[src/hw/rtl/svm_pkg.sv]
package svm_pkg;

   localparam int MemWords = 4096;
   localparam int StackWords = 2048;
   localparam int ProcessAreaBase = 512;
   localparam int BlockWords = 32;
   localparam int MemAw = $clog2(MemWords);
   localparam int StackAw = $clog2(StackWords);
   localparam int BlkAw = $clog2(BlockWords);
   localparam logic [15:0] MainPriorityReset = 16'd100;

   localparam logic [2:0] ModeWrite = 3'd0;
   localparam logic [2:0] ModeRead = 3'd1;
   localparam logic [2:0] ModeSpawn = 3'd2;
   localparam logic [2:0] ModeSelect = 3'd3;
   localparam logic [2:0] ModeStep = 3'd4;
   localparam logic [2:0] ModeSave = 3'd5;

   localparam logic [3:0] StOk = 4'd0;
   localparam logic [3:0] StYield = 4'd1;
   localparam logic [3:0] StDied = 4'd2;
   localparam logic [3:0] StHalt = 4'd3;
   localparam logic [3:0] StBadOp = 4'd4;
   localparam logic [3:0] StBuiltin = 4'd5;
   localparam logic [3:0] StSpawned = 4'd6;
   localparam logic [3:0] StStack = 4'd7;
   localparam logic [3:0] StDivZero = 4'd8;
   localparam logic [3:0] StNoMem = 4'd9;
   localparam logic [3:0] StRead = 4'd10;

   localparam logic [7:0] OpHalt = 8'd0;
   localparam logic [7:0] OpPush = 8'd1;
   localparam logic [7:0] OpAssign = 8'd2;
   localparam logic [7:0] OpDeref = 8'd3;
   localparam logic [7:0] OpAdd = 8'd4;
   localparam logic [7:0] OpSub = 8'd5;
   localparam logic [7:0] OpMul = 8'd6;
   localparam logic [7:0] OpDiv = 8'd7;
   localparam logic [7:0] OpNeg = 8'd8;
   localparam logic [7:0] OpJump = 8'd9;
   localparam logic [7:0] OpJumpFalse = 8'd10;
   localparam logic [7:0] OpBuiltin = 8'd11;
   localparam logic [7:0] OpSpAdjust = 8'd12;
   localparam logic [7:0] OpBpMark = 8'd13;
   localparam logic [7:0] OpSpawn = 8'd14;
   localparam logic [7:0] OpReturn = 8'd15;
   localparam logic [7:0] OpYield = 8'd16;

   localparam logic [MemAw-1:0] OffId = MemAw'(0);
   localparam logic [MemAw-1:0] OffStatus = MemAw'(1);
   localparam logic [MemAw-1:0] OffIp = MemAw'(2);
   localparam logic [MemAw-1:0] OffSp = MemAw'(3);
   localparam logic [MemAw-1:0] OffExec = MemAw'(5);
   localparam logic [MemAw-1:0] OffPrio = MemAw'(6);
   localparam logic [MemAw-1:0] OffFather = MemAw'(7);
   localparam logic [MemAw-1:0] OffCaller = MemAw'(8);
   localparam logic [MemAw-1:0] OffNpar = MemAw'(9);

   typedef struct packed {
      logic [2:0] mode;
      logic [11:0] address;
      logic signed [31:0] data;
   } req_type;

   typedef struct packed {
      logic [3:0] status;
      logic signed [31:0] read_data;
      logic signed [31:0] value;
      logic signed [31:0] builtin_number;
      logic [11:0] ip_now;
      logic signed [11:0] sp_now;
   } rsp_type;

   typedef enum logic [1:0] {
      DivOpSigned = 2'b01,
      DivOpIdle = 2'b10
   } div_cmd_type;

   typedef struct packed {
      logic start;
      logic [31:0] dividend;
      logic [31:0] divisor;
   } div_req_type;

   typedef struct packed {
      logic done;
      logic [31:0] quotient;
   } div_rsp_type;

endpackage

[src/hw/rtl/svm_divider.sv]
module svm_divider (
   input  logic clock,
   input  logic reset,
   input  svm_pkg::div_req_type div_req,
   output svm_pkg::div_rsp_type div_rsp
);
   logic busy_ff, busy_in;
   logic [5:0] count_ff, count_in;
   logic [31:0] rem_ff, rem_in;
   logic [31:0] quo_ff, quo_in;
   logic [31:0] den_ff, den_in;
   logic neg_ff, neg_in;
   logic done_ff, done_in;
   logic [32:0] trial;
   logic [31:0] shifted;

   always_comb begin
      busy_in = busy_ff;
      count_in = count_ff;
      rem_in = rem_ff;
      quo_in = quo_ff;
      den_in = den_ff;
      neg_in = neg_ff;
      done_in = 1'b0;
      shifted = {rem_ff[30:0], quo_ff[31]};
      trial = {1'b0, shifted} - {1'b0, den_ff};
      if (div_req.start) begin
         busy_in = 1'b1;
         count_in = 6'd32;
         rem_in = '0;
         quo_in = div_req.dividend[31] ? (32'd0 - div_req.dividend) : div_req.dividend;
         den_in = div_req.divisor[31] ? (32'd0 - div_req.divisor) : div_req.divisor;
         neg_in = div_req.dividend[31] ^ div_req.divisor[31];
      end else if (busy_ff) begin
         if (!trial[32]) begin
            rem_in = trial[31:0];
            quo_in = {quo_ff[30:0], 1'b1};
         end else begin
            rem_in = shifted;
            quo_in = {quo_ff[30:0], 1'b0};
         end
         count_in = count_ff - 6'd1;
         if (count_ff == 6'd1) begin
            busy_in = 1'b0;
            done_in = 1'b1;
         end
      end
   end

   always_ff @(posedge clock) begin
      if (reset) begin
         busy_ff <= 1'b0;
         done_ff <= 1'b0;
      end else begin
         busy_ff <= busy_in;
         done_ff <= done_in;
      end
      count_ff <= count_in;
      rem_ff <= rem_in;
      quo_ff <= quo_in;
      den_ff <= den_in;
      neg_ff <= neg_in;
   end

   assign div_rsp.done = done_ff;
   assign div_rsp.quotient = neg_ff ? (32'd0 - quo_ff) : quo_ff;

   property p_done_after_busy;
      @(posedge clock) disable iff (reset) div_rsp.done |-> $past(busy_ff);
   endproperty
   a_done_after_busy: assert property (p_done_after_busy) else $error("divider done without work");
endmodule

[config.mk]
export PLATFORM = sky130hd
export DESIGN_NAME = svm_divider
export DESIGN_NICKNAME = d
export VERILOG_FILES = /design/src/hw/rtl/svm_pkg.sv /design/src/hw/rtl/svm_divider.sv
export SDC_FILE = /design/constraint.sdc
export NUM_CORES = 1
export LEC_CHECK = 0
export CAP_MARGIN = 10
export CORE_AREA = 2 2 97 145
export CTS_CLUSTER_DIAMETER = 40
export CTS_CLUSTER_SIZE = 8
export DETAILED_ROUTE_END_ITERATION = 6
export DIE_AREA = 0 0 99 147
export DONT_BUFFER_PORTS = 1
export GPL_TIMING_DRIVEN = 0
export HOLD_SLACK_MARGIN = 0.08
export PLACE_DENSITY = 0.76
export SLEW_MARGIN = 10
export SYNTH_ARGS = -nofsm -noshare
export SYNTH_HDL_FRONTEND = slang
export SYNTH_SLANG_ARGS = --single-unit
[constraint.sdc]
create_clock -name clock -period 3.2 [get_ports clock]
set_input_delay 0.48 -clock clock [delete_from_list [all_inputs] [get_ports clock]]
set_output_delay 0.48 -clock clock [all_outputs]
set_load 0.02 [all_outputs]
# Yosys cells after proc, flatten, opt, wreduce, memory -nomap -nowiden
# Index checks and enable logic that the tools add are counted.
[word_totals]
regBits = 104
inputBits = 67
elab_cells = 29
[op_classes]
add_sub_neg = 5
n_eq_ne = 1
muxes = 11
bitwise_logic = 2
n_reduce_logical = 2
[ops]
columns = ["cell", "count"]
rows = [
  ["$mux W32", 4],
  ["$sub A1 B32 Y32 const A", 3],
  ["$mux W31", 2],
  ["$sub A32 B32 Y33", 1],
  ["$eq A6 B1 Y1 const B", 1],
  ["$sub A6 B1 Y6 const B", 1],
  ["$mux W1", 5],
  ["$reduce_or A3 Y1", 1],
  ["$reduce_bool A2 Y1", 1],
  ["$not A1 Y1", 1],
  ["$xor A1 B1 Y1", 1],
]

# Logic depth before layout (Yosys ltp)
# Gate-level depths: netlist of run 1.
[depth]
word_depth = 4
ltp_mapped = 13

# Least setup slack after synthesis of run 1
# OpenSTA, ideal clock, no wires.
[synth_timing]
path_kind = "reg-to-output"
start = "register quo_ff[10]"
end = "output div_rsp[28] (netlist name)"
t_arrival_ns = 2.752
t_required_ns = 2.720
setup_slack_ns = -0.032
stages_incl_launch_ff = 9
n_path_buf = 0
cell_sequence = "edfxtp_1 > or4_4 > nor3_4 > nand3_2 > or4_4 > nand2b_4 > or4_4 > o31ai_4 > xnor2_1"
[synth_lines]
columns = ["item", "line_no", "source"]
rows = [
  ["start, declared", "svm_divider.sv:10", "logic [31:0] quo_ff, quo_in;"],
  ["start signal, assigned", "svm_divider.sv:60", "quo_ff <= quo_in;"],
  ["end, declared", "svm_divider.sv:5", "output svm_pkg::div_rsp_type div_rsp"],
]

==> reports/results.md, run 1 <==
| Metric | Reported | Unit |
|:---|:---|:---|
| End of the worst register-to-register path | rem_ff[9] | - |
| Effective utilization at floorplan | 0.576 | - |
| GPL Wtd Cong | 0.901 | - |
| Count of pins on the block boundary | 100 | - |
| Critical Path Source Type | flip-flop | - |
| Sw Pwr | 1.30 | mW |
| Clock transition at path regs | 0.08 | ns |
| Worst slew pin tran | 1.19 | ns |
| Pre-CTS setup slack | -0.698 | ns |
| Buffer depth of the longest clock path | 2 | - |
| Critical path's slowest cell | or4_4 | - |
| Gate power share | 0.280 | - |
| FF+latch count, synth | 104 | - |
| Final ANT Viol Nets | 0 | - |
| Via count | 6371 | - |
| Detailed router's first-iteration violation count | 265 | - |
| Chip Width | 99 | um |
| Post-DP HPWL | 14000 | um |
| Fraction of the core area covered by cells at the end of the flow | 0.636 | - |
| Via/cell ratio | 5.99 | - |
| FILL cells | 1181 | - |
| Setup repair after global routing missed its margin | true | - |
| Number of warnings reported in the yosys synthesis log | 0 | - |
| Clock share of power | 0.281 | - |
| Max transition margin | 0.203 | - |
| Post-layout nets | 1001 | - |
| Setup slack of the most critical reg-to-reg path | 0.16 | ns |
| Pin count of the biggest net entering global routing | 38 | - |
| Maximum clock frequency | 271 | MHz |
| RR Startpoint | quo_ff[31] | - |
| H-tree lvl count | 3 | - |
| Mapped Nets | 979 | - |
| Vias in the first global route | 6188 | - |
| Area of the placeable core | 0.0133 | mm2 |
| Cells along the critical path | or4_4 > nor3_4 > nand3_2 > or4_4 > nand2b_4 > or4_4 > o31ai_4 > xnor2_2 | - |
| Worst Hold Depth | 1 | - |
| Worst path top cell family by delay | simple AND/OR/NAND/NOR gates | - |
| Fraction of layout cells with a size suffix above 1 | 0.0877 | - |
| Start-to-end type of the worst setup path | reg -> out | - |
| Fin Setup TNS | -2.59 | ns |
| Cell occurring most often along the worst timing path | or4_4 | - |
| Growth of design area from synthesis to finish | 10.5 | % |
| Sequential power share | 0.439 | - |
| Final Max Slew Viols | 0 | - |
| Instance count of the mapped netlist | 874 | - |
| Number of detailed-route iterations in the first pass | 6 | - |
| Leakage power | 3.16 | nW |
| Detail-routed net length per standard cell | 16.9 | um |
| Peak supply drop | 316 | uV |
| Antenna Diode Count | 0 | - |
| Internal Dissipation | 2.54 | mW |
| Cell variety after synth | 63 | - |
| Setup slack after layout | -0.489 | ns |
| Skew-Pair Late Insertion Delay | 0.36 | ns |
| Proportion of total power due to net switching | 0.339 | - |
| Number of enable flip-flop cells after synthesis | 65 | - |
| Count of buffers from port buffering | 0 | - |
| Violated checks | setup timing | - |
| Wire length of the first global-routing pass | 29400 | um |
| Worst setup path start | quo_ff[10] | - |
| Most common flop cell mapped by yosys | edfxtp_1 | - |
| Shortest clock period the worst path allows after layout | 3.69 | ns |
| Post-synthesis instance area | 0.00768 | mm2 |
| Overall die height | 147 | um |
| Worst reg2reg path depth | 13 | - |
| Die Area | 0.0146 | mm2 |
| Final Hold Viols | 0 | - |
| Mean instance size in the synthesized netlist | 8.79 | um2 |
| Number of buffer and inverter stages on the critical path | 0 | - |
| Fraction of the cycle the final worst path needs | 1.15 | - |
| Required time at the worst-slack endpoint | 2.72 | ns |
| Clock tree from TritonCTS | yes | - |
| Clock Skew | 0.0113 | ns |
| Sequential-to-total area share from yosys stat | 0.356 | - |
| Power density normalized to cell area | 453 | mW/mm2 |
| Max-cap violation count | 0 | - |
| Hold Path End | busy_ff | - |
| Root Buffer Master | clkbuf_16 | - |
| Residual overflow from global routing | 0 | - |
| Worst hold path startpoint | reset | - |
| Remaining routing DRC violations | 0 | - |
| Sink count of the clock tree | 104 | - |
| Largest stage delay on the critical path | 0.57 | ns |
| Clock buffer count from CTS | 9 | - |
| Type of the most critical hold path | in -> reg | - |
| Fraction of synthesis flops using an asynchronous set or reset pin | 0 | - |
| Endpoint kind of the worst setup timing path | output port | - |
| Site row count | 52 | - |
| Maximum fanout along the worst path | 4 | - |
| WHS | 0.190 | ns |
| Wire length after detailed routing | 18000 | um |
| Number of antenna violations at the first check in global routing | 0 | - |
| GRT Overall Usage | 0.246 | - |
| Arrival time at the worst endpoint | 3.21 | ns |
| Setup-failing EPs final | 9 | - |
| Status | finished, violations left | - |
Yosys cell counts, types with 4 or more instances:
cell type | n | share of area
dfxtp_1 | 39 | 0.10
nor4_1 | 8 | 0.0065
a32oi_1 | 5 | 0.0057
a211oi_1 | 22 | 0.021
o31ai_1 | 27 | 0.026
or4_1 | 10 | 0.0098
and3_1 | 5 | 0.0041
and2_1 | 4 | 0.0033
o211ai_1 | 11 | 0.011
nand3_1 | 20 | 0.013
buf_1 | 6 | 0.0029
nand2b_1 | 10 | 0.0081
nor2_1 | 85 | 0.042
mux2i_1 | 19 | 0.025
clkbuf_1 | 27 | 0.013
edfxtp_1 | 65 | 0.25
or4_4 | 4 | 0.0059
o21ai_0 | 48 | 0.031
or3_1 | 13 | 0.011
xor2_1 | 47 | 0.054
buf_2 | 6 | 0.0039
inv_1 | 49 | 0.024
nand4_1 | 6 | 0.0049
a21oi_1 | 73 | 0.048
ha_1 | 37 | 0.060
xnor2_1 | 69 | 0.079
a21o_1 | 12 | 0.012
nand2_1 | 71 | 0.035
o41ai_1 | 13 | 0.015
nor3_1 | 11 | 0.0072
repair_timing:
item | 4_1_cts | 5_1_grt
buffers inserted | 9 | 3
pin swaps | 8 | 8
setup endpoints to repair | 42 | 33
gates resized for setup | 20 | 18
hold buffers | 0 | 0
through the flow:
stage               instances  power, mW  cell area [um2]
floorplan                 874       2.53             7700
global placement         1036       2.70             7900
detailed placement       1036       2.72             7900
CTS                      1061       3.82             8370
global route             1063       4.03             8490
finish                   1063       3.85             8490
routing by layer:
metal,GRT usage,share of wire
met1,0.279,0.39
met2,0.463,0.53
met3,0.0319,0.047
met4,0.0918,0.028
met5,0,0
sequential cells by signal, indices dropped and copies added, names as in the netlist:
register and flops:
rem_ff 31, busy_ff 1, neg_ff 1, den_ff 32, count_ff 6, done_ff 1, quo_ff 32
power groups by stage:
stage          combinational, mW  clock, mW  sequential, mW
2_1_floorplan              0.848          0            1.68
3_3_place_gp               0.987          0            1.71
3_5_place_dp                1.00          0            1.71
4_1_cts                     1.05       1.09            1.68
5_1_grt                     1.19       1.13            1.71
6_report                    1.08       1.08            1.69
kinds of logic (layout without fill, tap and decap cells):
kind of cell | Yosys count | in the layout | share of synthesized area
buffers and inverters | 91 | 118 | 0.0469
and+or+nand+nor | 263 | 263 | 0.169
muxes | 20 | 20 | 0.0262
xor gates and xnor gates | 116 | 116 | 0.132
adders and majority gates | 38 | 38 | 0.0629
DFF | 104 | 104 | 0.356
AOI/OAI and AO/OA | 242 | 242 | 0.207
layout make-up:
type                            count  area, um2  area share
Tap cell                          162        203      0.0239
Multi-Input combinational cell    679       4800       0.565
Buffer                             41        194      0.0228
Timing Repair Buffer               12       90.1      0.0106
Inverter                           49        184      0.0217
Clock inverter                      7       65.1     0.00766
Clock buffer                        9        225      0.0265
Sequential cell                   104       2730       0.322
worst max path at each step:
stage / end / slack (ns) / cells past startpoint
4_1_cts: div_rsp[28] / -0.48 / 8
3_5_place_dp: rem_ff[19] / -0.70 / 13
6_report: div_rsp[28] / -0.49 / 8
5_1_grt: div_rsp[28] / -0.59 / 8
3_3_place_gp: rem_ff[19] / -0.66 / 13
2_1_floorplan: div_rsp[30] / 0.009 / 8
layout by cell type, fill, tap and decap left out, drive strengths merged, types with 5 or more instances in the layout:
cell and instances:
o31ai 28, and3 5, nand2b 11, or3 13, edfxtp 65, o41ai 15, o211ai 11, buf 25
nand3 21, a21oi 73, mux2i 19, clkbuf 37, nor2 85, xor2 47, a21o 12, dfxtp 39
nand4 6, nor4 9, xnor2 69, a211oi 22, ha 37, or4 14, a32oi 5, nor3 13
inv 51, nand2 71, o21ai 49
No activity file was read; power rests on OpenSTA's default activity.
==> run 2, diff against run 1 <==
--- a/config.mk
+++ b/config.mk
@@ -13,8 +13,7 @@
 export DIE_AREA = 0 0 99 147
 export DONT_BUFFER_PORTS = 1
 export GPL_TIMING_DRIVEN = 0
-export HOLD_SLACK_MARGIN = 0.08
-export PLACE_DENSITY = 0.76
+export PLACE_DENSITY = 0.79
 export SLEW_MARGIN = 10
 export SYNTH_ARGS = -nofsm -noshare
 export SYNTH_HDL_FRONTEND = slang
==> run 2 against run 1 <==
  * The flow still finishes with violations (setup timing)
  * Maximum frequency is 0.24% higher
  * Sequential power about the same
  * Worst hold slack worse by 0.0043 ns
  * Global-route usage up 0.082 points
  * Combinational power about the same
  * Register-to-register slack worse by 0.03 ns
  * Clock power increased by 6%
  * Design area is 1.4% higher
  * Critical path type unchanged
  * Highest routed layer unchanged
==> reports/results.md, run 2 (synthesized netlist as in run 1, its figures left out) <==
| Metric | Reported | Unit | vs previous |
|:---|:---|:---|:---|
| Effective utilization at floorplan | 0.576 | - | unchanged |
| Cell occurring most often along the worst timing path | or4_4 | - | unchanged |
| Overall die height | 147 | um | unchanged |
| Fraction of the core area covered by cells at the end of the flow | 0.645 | - | was 0.636 |
| Clock buffer count from CTS | 9 | - | unchanged |
| Vias in the first global route | 6332 | - | was 6188 |
| Violated checks | setup timing | - | unchanged |
| Buffer depth of the longest clock path | 2 | - | unchanged |
| Final ANT Viol Nets | 0 | - | unchanged |
| CP Capture Point | div_rsp[26] | - | was div_rsp[28] |
| Dpl cell area | 0.00790 | mm2 | unchanged |
| Commonest non-fill, non-tap cells in the layout | nor2_1, nand2_1, a21oi_1, edfxtp_1, xnor2_1 | - | unchanged |
| Via/cell ratio | 6.07 | - | was 5.99 |
| Final Max Slew Viols | 0 | - | unchanged |
| Max-cap violation count | 0 | - | unchanged |
| Peak supply drop | 314 | uV | was 316 uV |
| Detail-routed net length per standard cell | 17.3 | um | was 16.9 um |
| Routing usage on met1 | 0.271 | - | was 0.279 |
| Number of antenna violations at the first check in global routing | 0 | - | unchanged |
| Site row count | 52 | - | unchanged |
| Setup repair after global routing missed its margin | true | - | unchanged |
| Fraction of the cycle the final worst path needs | 1.15 | - | about the same |
| Leakage power | 3.22 | nW | was 3.16 nW |
| Worst reg2reg path depth | 13 | - | unchanged |
| Number of detailed-route iterations in the first pass | 5 | - | was 6 |
| Growth of design area from synthesis to finish | 12.0 | % | was 10.5% |
| Worst path top cell family by delay | simple AND/OR/NAND/NOR gates | - | unchanged |
| Setup-failing EPs final | 7 | - | was 9 |
| Maximum clock frequency | 272 | MHz | was 271 MHz |
| Wire length of the first global-routing pass | 29400 | um | about the same |
| Count of buffers from port buffering | 0 | - | unchanged |
| Root Buffer Master | clkbuf_16 | - | unchanged |
| Worst setup path start | quo_ff[10] | - | unchanged |
| GRT Overall Usage | 0.247 | - | was 0.246 |
| Status | finished, violations left | - | unchanged |
| Setup slack of the most critical reg-to-reg path | 0.13 | ns | was 0.16 ns |
| Met2 Use GR | 0.463 | - | about the same |
| Sink count of the clock tree | 104 | - | unchanged |
| RR Startpoint | quo_ff[31] | - | unchanged |
| Via count | 6501 | - | was 6371 |
| GPL Wtd Cong | 0.932 | - | was 0.901 |
| Clock tree from TritonCTS | yes | - | unchanged |
| Pre-CTS setup slack | -0.731 | ns | was -0.698 ns |
| Shortest clock period the worst path allows after layout | 3.68 | ns | was 3.69 ns |
| Met3 capacity usage during global routing | 0.0414 | - | was 0.0319 |
| Type of the most critical hold path | in -> reg | - | unchanged |
| Remaining routing DRC violations | 0 | - | unchanged |
| Chip Width | 99 | um | unchanged |
| Power density normalized to cell area | 458 | mW/mm2 | was 453 mW/mm2 |
| Fin Setup TNS | -2.53 | ns | was -2.59 ns |
| Fraction of layout cells with a size suffix above 1 | 0.0957 | - | was 0.0877 |
| Number of buffer and inverter stages on the critical path | 1 | - | was 0 |
| H-tree lvl count | 3 | - | unchanged |
| Worst Hold Depth | 1 | - | unchanged |
| Critical path's slowest cell | or4_4 | - | unchanged |
| Layer with the highest usage after global routing | met2 | - | unchanged |
| End of the worst register-to-register path | rem_ff[28] | - | was rem_ff[9] |
| Residual overflow from global routing | 0 | - | unchanged |
| Clock transition at path regs | 0.07 | ns | was 0.08 ns |
| Post-DP HPWL | 14100 | um | was 14000 um |
| Count of pins on the block boundary | 100 | - | unchanged |
| Endpoint kind of the worst setup timing path | output port | - | unchanged |
| Final Hold Viols | 0 | - | unchanged |
| Largest regs | den_ff x32, quo_ff x32, rem_ff x31 | - | unchanged |
| Worst slew pin tran | 0.761 | ns | was 1.19 ns |
| Area of the placeable core | 0.0133 | mm2 | unchanged |
| Maximum fanout along the worst path | 3 | - | was 4 |
| Detailed router's first-iteration violation count | 267 | - | was 265 |
| Required time at the worst-slack endpoint | 2.72 | ns | about the same |
| Setup slack after layout | -0.480 | ns | was -0.489 ns |
| Wire length after detailed routing | 18500 | um | was 18000 um |
| Antenna Diode Count | 0 | - | unchanged |
| Largest stage delay on the critical path | 0.57 | ns | about the same |
| Critical Path Source Type | flip-flop | - | unchanged |
| Skew-Pair Late Insertion Delay | 0.35 | ns | was 0.36 ns |
| Arrival time at the worst endpoint | 3.20 | ns | was 3.21 ns |
| Post-layout nets | 1009 | - | was 1001 |
| Max transition margin | 0.486 | - | was 0.203 |
| Die Area | 0.0146 | mm2 | unchanged |
| Pin count of the biggest net entering global routing | 38 | - | unchanged |
| Start-to-end type of the worst setup path | reg -> out | - | unchanged |
| Clock Skew | 0.00579 | ns | was 0.0113 ns |
| Number of stages on the worst setup path | 9 | - | was 8 |
| Most common cell after layout, fill and taps aside | nor2_1 | - | unchanged |
| Cells along the critical path | or4_4 > nor3_4 > nand3_2 > or4_4 > nand2b_4 > or4_4 > buf_4 > nand2_4 > xnor2_4 | - | was or4_4 > nor3_4 > nand3_2 > or4_4 > nand2b_4 > or4_4 > o31ai_4 > xnor2_2 |
| Finished layout cell area | 0.00861 | mm2 | was 0.00849 mm2 |
## run 2: changes by cell type in the layout (fill, tap and decap cells not counted), sizes merged
| cell | change |
|---|---|
| buf | +9 |
| clkinv | -1 |
| clkbuf | -1 |
| bufinv | +1 |
## run 2: cell type report
type / count / area, um2
clock inverters: 7 / 77.6
repair buffers: 19 / 163
inverters: 49 / 184
multi-input cells: 679 / 4830
clock buffers: 9 / 225
well taps: 162 / 203
flip-flops and latches: 104 / 2730
plain buffers: 42 / 193
fillers: 1122 / 4730
## run 2: worst min-delay path by stage
stage | from | to | slack (ns)
2_1_floorplan | count_ff[5] | count_ff[5] | 0.46
3_3_place_gp | count_ff[0] | count_ff[0] | 0.48
3_5_place_dp | count_ff[5] | count_ff[5] | 0.49
4_1_cts | reset | busy_ff | 0.18
5_1_grt | reset | busy_ff | 0.18
6_report | reset | busy_ff | 0.19
## run 2: through the flow
step,power (mW),hold slack (ns),instances
final,3.94,0.186,1071
after floorplan,2.53,0.460,874
after CTS,3.89,0.179,1063
after detailed placement,2.72,0.488,1036
after global routing,4.13,0.182,1071
after global placement,2.70,0.478,1036
## run 2: metal layers
metal	part of all wire	vias to the layer above
li1	-	3239
met5	0	-
met3	0.055	34
met4	0.027	0
met2	0.54	198
met1	0.38	3030
## run 2: repair_timing
item	4_1_cts	5_1_grt
gates resized for setup	17	24
hold buffers	0	0
buffers inserted	11	7
pin swaps	6	10
endpoints found under the setup margin	42	32
## run 2: where the power goes
| part | internal (mW) | total, mW | switching (mW) | leakage (nW) |
|---|---|---|---|---|
| registers | 1.57 | 1.69 | 0.115 | 0.958 |
| logic | 0.440 | 1.11 | 0.669 | 2.11 |
| clock network | 0.614 | 1.14 | 0.528 | 0.146 |
| total | 2.63 | 3.94 | 1.31 | 3.22 |
